### src/sv/tdpt_pkg.sv
package tdpt_pkg;

    // Default width of the candidate datapath.
    localparam int NUM_WIDTH_DEF = 32;

    // Width of the candidate field on the input stream.
    localparam int CAND_W = 32;

    // Width of the result stream data bus (one flag, padded to a byte).
    localparam int OUT_TDATA_W = 8;

    // Commands from the controller to the datapath.
    typedef struct packed {
        logic load;       // capture a new candidate
        logic init_d;     // set the trial divisor to three
        logic next_d;     // advance the trial divisor to the next odd number
        logic start_div;  // prepare the divider for a new remainder
        logic div_step;   // run one restoring division step
    } cmd_t;

    // Status from the datapath to the controller.
    typedef struct packed {
        logic n_lt2;      // candidate is zero or one
        logic n_lt4;      // candidate is below four
        logic n_even;     // candidate is even
        logic div_last;   // the current division step is the final one
        logic d_gt_q;     // divisor exceeds the quotient, no divisor left
        logic rem_zero;   // remainder of the finished division is zero
    } sts_t;

endpackage

### src/sv/tdpt_dpath.sv
module tdpt_dpath
    import tdpt_pkg::*;
#(
    parameter int NUM_WIDTH = NUM_WIDTH_DEF
)
(
    input  logic              clk,
    input  logic [CAND_W-1:0] candidate,
    input  cmd_t              cmd,
    output sts_t              sts
);

    localparam int CNT_W = (NUM_WIDTH > 1) ? $clog2(NUM_WIDTH) : 1;

    logic [NUM_WIDTH-1:0] n_reg,   n_next;
    logic [NUM_WIDTH-1:0] d_reg,   d_next;
    logic [NUM_WIDTH-1:0] rem_reg, rem_next;
    logic [NUM_WIDTH-1:0] quo_reg, quo_next;
    logic [CNT_W-1:0]     cnt_reg, cnt_next;

    logic [NUM_WIDTH:0]   rem_sh;
    logic [NUM_WIDTH:0]   diff;

    // One restoring step: bring down the next dividend bit and subtract the
    // divisor if it fits. Dividend bits leave the top of quo_reg while
    // quotient bits enter at the bottom.
    assign rem_sh = {rem_reg, quo_reg[NUM_WIDTH-1]};
    assign diff   = rem_sh - {1'b0, d_reg};

    always_comb
    begin
        n_next   = n_reg;
        d_next   = d_reg;
        rem_next = rem_reg;
        quo_next = quo_reg;
        cnt_next = cnt_reg;
        if (cmd.load)
        begin
            n_next = NUM_WIDTH'(candidate);
        end
        if (cmd.init_d)
        begin
            d_next = NUM_WIDTH'(3);
        end
        else if (cmd.next_d)
        begin
            d_next = d_reg + NUM_WIDTH'(2);
        end
        if (cmd.start_div)
        begin
            rem_next = '0;
            quo_next = n_reg;
            cnt_next = CNT_W'(NUM_WIDTH - 1);
        end
        else if (cmd.div_step)
        begin
            if (!diff[NUM_WIDTH])
            begin
                rem_next = diff[NUM_WIDTH-1:0];
                quo_next = {quo_reg[NUM_WIDTH-2:0], 1'b1};
            end
            else
            begin
                rem_next = rem_sh[NUM_WIDTH-1:0];
                quo_next = {quo_reg[NUM_WIDTH-2:0], 1'b0};
            end
            cnt_next = cnt_reg - CNT_W'(1);
        end
    end

    always_ff @(posedge clk)
    begin
        n_reg   <= n_next;
        d_reg   <= d_next;
        rem_reg <= rem_next;
        quo_reg <= quo_next;
        cnt_reg <= cnt_next;
    end

    always_comb
    begin
        sts.n_lt2    = ((n_reg >> 1) == '0);
        sts.n_lt4    = ((n_reg >> 2) == '0);
        sts.n_even   = ~n_reg[0];
        sts.div_last = (cnt_reg == '0);
        sts.d_gt_q   = (d_reg > quo_reg);
        sts.rem_zero = (rem_reg == '0);
    end

endmodule

### src/sv/tdpt_ctrl.sv
module tdpt_ctrl
    import tdpt_pkg::*;
(
    input  logic clk,
    input  logic rst_n,
    input  logic s_tvalid,
    output logic s_tready,
    output logic m_tvalid,
    input  logic m_tready,
    output logic prime_flag,
    output cmd_t cmd,
    input  sts_t sts
);

    localparam logic [2:0] ST_IDLE  = 3'd0;
    localparam logic [2:0] ST_CHECK = 3'd1;
    localparam logic [2:0] ST_DIV   = 3'd2;
    localparam logic [2:0] ST_EVAL  = 3'd3;
    localparam logic [2:0] ST_DONE  = 3'd4;

    logic [2:0] state_reg, state_next;
    logic       res_reg,   res_next;
    logic       ov_reg,    ov_next;
    logic       of_reg,    of_next;
    logic       out_free;

    assign s_tready   = (state_reg == ST_IDLE);
    assign m_tvalid   = ov_reg;
    assign prime_flag = of_reg;
    assign out_free   = !ov_reg || m_tready;

    always_comb
    begin
        state_next = state_reg;
        res_next   = res_reg;
        ov_next    = ov_reg;
        of_next    = of_reg;
        cmd        = '0;

        if (ov_reg && m_tready)
        begin
            ov_next = 1'b0;
        end

        case (state_reg)
            ST_IDLE:
            begin
                if (s_tvalid)
                begin
                    cmd.load   = 1'b1;
                    state_next = ST_CHECK;
                end
            end
            ST_CHECK:
            begin
                if (sts.n_lt2)
                begin
                    res_next   = 1'b0;
                    state_next = ST_DONE;
                end
                else if (sts.n_lt4)
                begin
                    res_next   = 1'b1;
                    state_next = ST_DONE;
                end
                else if (sts.n_even)
                begin
                    res_next   = 1'b0;
                    state_next = ST_DONE;
                end
                else
                begin
                    cmd.init_d    = 1'b1;
                    cmd.start_div = 1'b1;
                    state_next    = ST_DIV;
                end
            end
            ST_DIV:
            begin
                cmd.div_step = 1'b1;
                if (sts.div_last)
                begin
                    state_next = ST_EVAL;
                end
            end
            ST_EVAL:
            begin
                if (sts.d_gt_q)
                begin
                    res_next   = 1'b1;
                    state_next = ST_DONE;
                end
                else if (sts.rem_zero)
                begin
                    res_next   = 1'b0;
                    state_next = ST_DONE;
                end
                else
                begin
                    cmd.next_d    = 1'b1;
                    cmd.start_div = 1'b1;
                    state_next    = ST_DIV;
                end
            end
            ST_DONE:
            begin
                if (out_free)
                begin
                    ov_next    = 1'b1;
                    of_next    = res_reg;
                    state_next = ST_IDLE;
                end
            end
            default:
            begin
                state_next = ST_IDLE;
            end
        endcase
    end

    always_ff @(posedge clk or negedge rst_n)
    begin
        if (!rst_n)
        begin
            state_reg <= ST_IDLE;
            ov_reg    <= 1'b0;
        end
        else
        begin
            state_reg <= state_next;
            ov_reg    <= ov_next;
        end
    end

    always_ff @(posedge clk)
    begin
        res_reg <= res_next;
        of_reg  <= of_next;
    end

    // A transaction on the input always starts the screening of small cases.
    a_accept_to_check: assert property (@(posedge clk) disable iff (!rst_n)
        (s_tvalid && s_tready) |=> (state_reg == ST_CHECK))
        else $error("accepted candidate did not enter the check state");

    // The divider keeps running until its final step.
    a_div_continues: assert property (@(posedge clk) disable iff (!rst_n)
        (state_reg == ST_DIV && !sts.div_last) |=> (state_reg == ST_DIV))
        else $error("division left early");

    // A zero remainder from a divisor in range means a composite candidate.
    a_zero_rem_composite: assert property (@(posedge clk) disable iff (!rst_n)
        (state_reg == ST_EVAL && sts.rem_zero && !sts.d_gt_q)
        |=> (state_reg == ST_DONE && !res_reg))
        else $error("divisible candidate not reported as composite");

    // A waiting result is never overwritten by the next one.
    a_no_overwrite: assert property (@(posedge clk) disable iff (!rst_n)
        (state_reg == ST_DONE && ov_reg && !m_tready)
        |=> (state_reg == ST_DONE && ov_reg && $stable(of_reg)))
        else $error("pending result overwritten");

endmodule

### src/sv/trial_division_prime_test_top.sv
// Trial-division primality tester.
// Input stream (s_tvalid/s_tready/s_tdata): one transaction carries one
// 32-bit unsigned candidate; only its low NUM_WIDTH bits are tested.
// Output stream (m_tvalid/m_tready/m_tdata): one transaction per candidate,
// bit 0 is the prime flag (1 = prime; 0 and 1 are reported as not prime).
//
// The block tests one candidate at a time. Zero, one, two, three and even
// values are settled in the check state, without division. Odd candidates
// go through a restoring bit-serial divider that yields quotient and
// remainder of the candidate by each odd trial divisor d = 3, 5, 7, ...;
// the search stops at the first zero remainder or once d exceeds the
// quotient. The next candidate is accepted only once the result has been
// handed to the output register.
//
// Reset clears the controller and the output valid flag. When the receiver
// stalls, the finished result waits in the output register; a following
// candidate is still accepted and processed, and its result is held back
// until the output register is free.
module trial_division_prime_test_top
    import tdpt_pkg::*;
#(
    parameter int NUM_WIDTH = NUM_WIDTH_DEF
)
(
    input  logic                   clk,
    input  logic                   rst_n,
    input  logic                   s_tvalid,
    output logic                   s_tready,
    input  logic [CAND_W-1:0]      s_tdata,   // [31:0] candidate
    output logic                   m_tvalid,
    input  logic                   m_tready,
    output logic [OUT_TDATA_W-1:0] m_tdata    // [0] prime_flag, [7:1] zero
);

    cmd_t cmd;
    sts_t sts;
    logic prime_flag;

    tdpt_ctrl u_ctrl (
        .clk        (clk),
        .rst_n      (rst_n),
        .s_tvalid   (s_tvalid),
        .s_tready   (s_tready),
        .m_tvalid   (m_tvalid),
        .m_tready   (m_tready),
        .prime_flag (prime_flag),
        .cmd        (cmd),
        .sts        (sts)
    );

    tdpt_dpath #(
        .NUM_WIDTH (NUM_WIDTH)
    ) u_dpath (
        .clk       (clk),
        .candidate (s_tdata),
        .cmd       (cmd),
        .sts       (sts)
    );

    // The flag sits in the lowest bit, the rest of the byte is padding.
    assign m_tdata = {{(OUT_TDATA_W - 1){1'b0}}, prime_flag};

endmodule
### config.mk
export PLATFORM = sky130hd
export DESIGN_NAME = trial_division_prime_test_top
export DESIGN_NICKNAME = d
export VERILOG_FILES = /design/src/sv/tdpt_pkg.sv /design/src/sv/tdpt_dpath.sv /design/src/sv/tdpt_ctrl.sv /design/src/sv/trial_division_prime_test_top.sv
export SDC_FILE = /design/constraint.sdc
export NUM_CORES = 1
export LEC_CHECK = 0
export BUFFER_PORTS_ARGS = -buffer_cell sky130_fd_sc_hd__buf_2
export CAP_MARGIN = 20
export CELL_PAD_IN_SITES_DETAIL_PLACEMENT = 0
export CELL_PAD_IN_SITES_GLOBAL_PLACEMENT = 2
export CORE_MARGIN = 2
export CORE_UTILIZATION = 39
export CTS_CLUSTER_SIZE = 30
export DETAILED_ROUTE_END_ITERATION = 6
export GPL_ROUTABILITY_DRIVEN = 0
export HOLD_SLACK_MARGIN = 0.1
export PLACE_DENSITY_LB_ADDON = 0.1
export SETUP_SLACK_MARGIN = 0.15
export SYNTH_ARGS = -nofsm -noshare
export SYNTH_HDL_FRONTEND = slang
export SYNTH_HIERARCHICAL = 1
export SYNTH_SLANG_ARGS = --single-unit
export TNS_END_PERCENT = 10
### constraint.sdc
create_clock -name clk -period 5.55 [get_ports clk]
set_clock_uncertainty 0.2 [all_clocks]
set_input_delay 1.11 -clock clk [delete_from_list [all_inputs] [get_ports clk]]
set_output_delay 1.11 -clock clk [all_outputs]
set_load 0.02 [all_outputs]
After elaboration in Yosys (flattened, before gate mapping)
Index checks and enable logic that the tools add are counted.
{"block": "word_totals", "elab_cells": 68, "regBits": 139}
{"block": "op_classes", "n_lt_le_gt_ge": 1, "mux": 33, "n_reduce_logical": 13, "add_sub_neg": 3, "n_eq_ne": 9}
{"operator": "$logic_not 32->1", "count": 3}
{"operator": "$mux 32", "count": 3}
{"operator": "$sub 33x32->33", "count": 1}
{"operator": "$add 32x2->32 const B", "count": 1}
{"operator": "$gt 32x32->1", "count": 1}
{"operator": "$mux 3", "count": 8}
{"operator": "$mux 1", "count": 17}
{"operator": "$pmux 3 s5", "count": 1}
{"operator": "$eq 3x2->1 const B", "count": 2}
{"operator": "$reduce_and 3->1", "count": 2}
{"operator": "$logic_not 5->1", "count": 1}
{"operator": "$sub 5x1->5 const B", "count": 1}
{"operator": "$mux 2", "count": 2}
{"operator": "$ne 2x2->1 const B", "count": 2}
{"operator": "$ne 4x4->1 const B", "count": 1}
{"operator": "$pmux 1 s2", "count": 2}
{"operator": "$reduce_bool 2->1", "count": 2}
{"operator": "$eq 3x1->1 const B", "count": 1}
{"operator": "$eq 3x3->1 const B", "count": 1}
{"operator": "$logic_not 3->1", "count": 1}
{"operator": "$ne 3x3->1 const B", "count": 1}
{"operator": "$ne 2x1->1 const B", "count": 1}
{"operator": "$reduce_and 2->1", "count": 1}
{"operator": "$logic_and 1x1->1", "count": 1}
{"operator": "other kinds (2)", "count": 2}

Depth between registers and ports, before layout
{"block": "depth", "ltp_word": 5, "mapped_depth": 22, "ltp_nobuf": 21}

By module
The synthesis kept the hierarchy.
{"mod": "tdpt_dpath", "area_each_um2": 7968.9, "instances": 1, "cells_each": 892}
{"mod": "tdpt_ctrl", "area_each_um2": 349.1, "instances": 1, "cells_each": 34}
{"mod": "trial_division_prime_test_top", "area_each_um2": 63.8, "instances": 1, "cells_each": 9}

Worst setup path before layout
OpenSTA, ideal clock, no wires.
{"block": "synth_path", "path_type": "register to register", "from": "reg u_dpath.d_reg[2]", "to": "reg u_dpath.d_reg[30]", "t_arrival_ns": 4.078, "setup_time_ns": 0.071, "path_slack_ns": 1.202, "n_path_buf": 1, "path_stages_with_launch": 21, "path_cell_list": "dfxtp_1 -> ha_1 -> nor2b_1 -> o21a_1 -> o21a_1 -> o21a_1 -> o21a_1 -> o211ai_1 -> a31oi_1 -> o21ai_0 -> a21oi_1 -> nor3_1 -> clkbuf_1 -> nand3_1 -> nor2_1 -> nand3_1 -> or4_1 -> nor2_1 -> nand4_1 -> or3_1 -> a21oi_1"}
{"element": "start: declaration", "line_no": "tdpt_dpath.sv:16", "rtl": "logic [NUM_WIDTH-1:0] d_reg, d_next;"}
{"element": "start signal: assignment", "line_no": "tdpt_dpath.sv:74", "rtl": "d_reg <= d_next;"}

==> flow_results.xml <==
<?xml version="1.0" encoding="UTF-8"?>
<metrics>
  <group name="synth">
    <metric name="synth-seq-cells" unit="">138</metric>
    <metric name="yosysWarningCount" unit="">6</metric>
    <metric name="synth_top_area_cell" unit="">edfxtp_1</metric>
    <metric name="ys_seq_area_share" unit="%">41.1</metric>
    <metric name="post_synth_inst_count" unit="">935</metric>
    <metric name="synth.top_cell.area_share" unit="%">23.6</metric>
    <metric name="number_of_synthesized_flops_with_an_enable_pin" unit="">66</metric>
    <metric name="synth_commonest_cells" unit="">nand2_1 (87), inv_1 (76), nor2_1 (75)</metric>
    <metric name="ys_top_cells_by_area" unit="">edfxtp_1 (24%), dfxtp_1 (16%), ha_1 (9.6%)</metric>
    <metric name="synth_ff_type" unit="">dfxtp_1</metric>
    <metric name="synth_cell_type_count" unit="">66</metric>
    <metric name="asyncSetResetFlopFracSynth" unit="%">2.90</metric>
    <metric name="post_synth.cell_area_avg" unit="um^2">8.96</metric>
    <metric name="synth.most_common_cell" unit="">nand2_1</metric>
    <metric name="area_of_the_mapped_netlist" unit="mm^2">0.00838</metric>
  </group>
  <group name="die">
    <metric name="chipHeight" unit="um">151</metric>
    <metric name="initial_utilization" unit="%">39.7</metric>
    <metric name="die_width" unit="um">151</metric>
    <metric name="standard_cell_row_count" unit="">53</metric>
    <metric name="coreArea" unit="mm^2">0.0211</metric>
    <metric name="fp.dieArea" unit="mm^2">0.0227</metric>
    <metric name="pin_count" unit="">46</metric>
  </group>
  <group name="routing">
    <metric name="drt_iter0_drc" unit="">425</metric>
    <metric name="detail_route.vias_per_cell" unit="">5.44</metric>
    <metric name="routed_wirelength" unit="um">21500</metric>
    <metric name="drt_drc_violations_left" unit="">0</metric>
    <metric name="drt_pre_antenna_iters" unit="">5</metric>
    <metric name="dr_total_vias" unit="">6807</metric>
    <metric name="postRouteAntennaNets" unit="">0</metric>
    <metric name="wire_per_inst" unit="um">17.2</metric>
  </group>
  <group name="setup_path">
    <metric name="cp.required" unit="ns">5.70</metric>
    <metric name="timing.critical_path.from_type" unit="">register</metric>
    <metric name="worstPathBufferInverterCount" unit="">2</metric>
    <metric name="cell_mode_on_critical_path" unit="">a21oi_1</metric>
    <metric name="cp_cell_sequence" unit="">inv_1 &gt; ha_1 &gt; a21o_1 &gt; a21o_1 &gt; a21o_1 &gt; a21oi_1 &gt; nor2b_1 &gt; o21ai_0 &gt; nand2b_1 &gt; a21oi_1 &gt; a21oi_1 &gt; nor3_1 &gt; buf_4 &gt; nand3_1 &gt; nor2_1 &gt; nand3_1 &gt; or4_1 &gt; nor2_1 &gt; nand4_1 &gt; or3_1 &gt; a21oi_1</metric>
    <metric name="worst_setup_path_end_kind" unit="">register</metric>
    <metric name="critPathMaxFanout" unit="">6</metric>
    <metric name="worst_ep_arrival_time" unit="ns">5.00</metric>
    <metric name="cpMaxStageDelayCell" unit="">or4_1</metric>
    <metric name="criticalPathCategory" unit="">reg -&gt; reg</metric>
    <metric name="timing.critical_path.slowest_cell_delay" unit="ns">0.66</metric>
    <metric name="crit_family" unit="">simple AND/OR/NAND/NOR gates</metric>
    <metric name="ff2ff_setup_slack" unit="ns">0.70</metric>
  </group>
  <group name="pwr">
    <metric name="p_clk_share" unit="%">18.7</metric>
    <metric name="cellPowerDensity" unit="mW/mm^2">695</metric>
    <metric name="total_leakage_power" unit="nW">3.74</metric>
    <metric name="vdd_ir_max" unit="uV">315</metric>
    <metric name="p_sw_share" unit="%">45.3</metric>
    <metric name="p_comb_share" unit="%">53.2</metric>
    <metric name="power_switching" unit="W">0.00298</metric>
    <metric name="p_int" unit="W">0.00360</metric>
    <metric name="seq_power_share" unit="%">28.2</metric>
  </group>
  <group name="global_route">
    <metric name="first_global_vias" unit="">6547</metric>
    <metric name="antenna_found_initial" unit="">0</metric>
    <metric name="grt_first_pass_wirelength" unit="um">34400</metric>
    <metric name="grt_overflow" unit="">0</metric>
    <metric name="grt_start_max_net_pins" unit="">61</metric>
    <metric name="gr-usage-all-layers" unit="%">19.9</metric>
  </group>
  <group name="cells_and_area">
    <metric name="fin_nets" unit="">1065</metric>
    <metric name="layout-area-overhead-vs-synth" unit="%">12.9</metric>
    <metric name="insertedDiodeCount" unit="">0</metric>
    <metric name="final_layout_size_suffix_gt1_share" unit="%">10.6</metric>
  </group>
  <group name="sta">
    <metric name="slew_headroom" unit="%">32.1</metric>
    <metric name="tightestPinTransition" unit="ns">1.01</metric>
    <metric name="layout_min_cycle_time" unit="ns">4.85</metric>
    <metric name="maxSlewViolCount" unit="">0</metric>
    <metric name="tns" unit="ns">0</metric>
    <metric name="setup_viol" unit="">0</metric>
    <metric name="clock.fmax" unit="GHz">0.206</metric>
    <metric name="hold_viol" unit="">0</metric>
    <metric name="fin_crit_sh" unit="%">87.3</metric>
    <metric name="fin_hold_ws" unit="ns">0.221</metric>
    <metric name="rsz0062_at_grt" unit="">no</metric>
  </group>
  <group name="run_status">
    <metric name="status" unit="">finished, final reports clean</metric>
  </group>
  <group name="run">
    <metric name="maxCapViolations" unit="">0</metric>
  </group>
  <group name="clock_network">
    <metric name="cts_resized" unit="">0</metric>
    <metric name="insertion_delay" unit="ns">0.43</metric>
    <metric name="cts.sink_count" unit="">138</metric>
    <metric name="tritoncts.num_buffers" unit="">17</metric>
    <metric name="tritoncts" unit="">done</metric>
    <metric name="post-cts-setup-buffers" unit="">0</metric>
    <metric name="h-tree-depth" unit="">4</metric>
    <metric name="cts-root-buf" unit="">clkbuf_16</metric>
    <metric name="cts.reportedPaths.clkPinSlew" unit="ns">0.07</metric>
    <metric name="ctsHoldBuffers" unit="">0</metric>
    <metric name="clockBufferDepth" unit="">2</metric>
  </group>
  <group name="placement">
    <metric name="port_buffers" unit="">38</metric>
    <metric name="place_hpwl" unit="um">16100</metric>
  </group>
  <group name="worst_hold_path">
    <metric name="hold_wc_path_type" unit="">reg -&gt; reg</metric>
  </group>
</metrics>
metal layers:
metal / track usage [%] / vias to the layer above / wire length (um)
met3: 3.79 / 19 / 1040
met4: 5.79 / 0 / 360
met5: 0 / - / 0
li1: - / 3426 / -
met1: 27.6 / 3188 / 10300
met2: 31.5 / 174 / 9840
final timing paths:
check                                              start  cells after the start                               to
max                        u_dpath/quo_reg[25]$_DFFE_PP_                     21   u_dpath/d_reg[30]$_SDFFE_PP0P_
min                             u_ctrl/res_reg$_DFFE_PP_                      0      u_ctrl/prime_flag$_DFFE_PP_
max reg2reg                u_dpath/quo_reg[25]$_DFFE_PP_                     21   u_dpath/d_reg[30]$_SDFFE_PP0P_
min reg2reg                     u_ctrl/res_reg$_DFFE_PP_                      0      u_ctrl/prime_flag$_DFFE_PP_
max in group asynchronous                          rst_n                      1  u_ctrl/state_reg[0]$_DFFE_PN0P_
min in group asynchronous                          rst_n                      1  u_ctrl/state_reg[1]$_DFFE_PN0P_
worst reg2reg max path, cell delays in order (launching register included):
cell and delay, ns:
edfxtp_1 0.37, inv_1 0.09, ha_1 0.24, a21o_1 0.19
a21o_1 0.17, a21o_1 0.16, a21oi_1 0.14, nor2b_1 0.06
o21ai_0 0.16, nand2b_1 0.07, a21oi_1 0.29, a21oi_1 0.19
nor3_1 0.24, buf_4 0.18, nand3_1 0.07, nor2_1 0.20
nand3_1 0.24, or4_1 0.66, nor2_1 0.19, nand4_1 0.20
or3_1 0.35, a21oi_1 0.14
layout by cell type (no fill, tap or decap), types with 6 or more instances in the layout:
master      n
a21o_1     24
a21oi_1    47
a311oi_1   19
a31oi_1     6
buf_2      38
buf_4      13
clkbuf_16  17
conb_1      7
dfxtp_1    68
edfxtp_1   66
ha_1       64
inv_1      76
nand2_1    87
nand2b_1   16
nand3_1    40
nand4_1    29
nor2_1     74
nor3_1     18
nor4_1     18
o211ai_1   12
o21a_1      8
o21ai_0    66
o21ai_1     6
o21bai_1    7
or3_1       6
xnor2_1    39
xor2_1     13
power by group through the flow:
stage / clock network (W) / registers (W) / logic [W]
finish: 0.00123 / 0.00185 / 0.00350
global route: 0.00131 / 0.00190 / 0.00391
global placement: 0 / 0.00187 / 0.00341
CTS: 0.00126 / 0.00185 / 0.00349
detailed placement: 0 / 0.00187 / 0.00347
floorplan: 0 / 0.00176 / 0.00266
logic make-up (layout without fill, tap and decap cells):
group           count (synthesis)  count (layout)  synth area share [%]
compound gates                224             224                  17.6
xor+xnor                       52              52                  5.43
fa+ha+maj                      65              65                  9.79
buf+inv                       123             159                  6.06
flops                         138             138                  41.1
mux                             6               6                 0.746
other cells                     1               7                0.0447
simple gates                  326             326                  19.3
cell type report:
class / count / area, um^2
fillers: 2056 / 11600
multi-input cells: 680 / 4480
flip-flops and latches: 138 / 3440
clock buffers: 17 / 425
well taps: 275 / 344
repair buffers: 51 / 288
inverters: 76 / 285
clock inverters: 15 / 203
per-stage QoR:
| step | instances | instance area [um^2] | util [%] | total power [W] | worst slack (ns) |
|---|---|---|---|---|---|
| after detailed placement | 1220 | 8840 | 41.9 | 0.00534 | 0.668 |
| after floorplan | 941 | 8400 | - | 0.00442 | 1.20 |
| after global placement | 1220 | 8840 | 41.9 | 0.00528 | 0.747 |
| after CTS | 1252 | 9460 | 44.9 | 0.00660 | 0.653 |
| final | 1252 | 9460 | 44.9 | 0.00658 | 0.704 |
| after global routing | 1252 | 9460 | 44.9 | 0.00712 | 0.266 |
(Power assumes the default switching activity.)
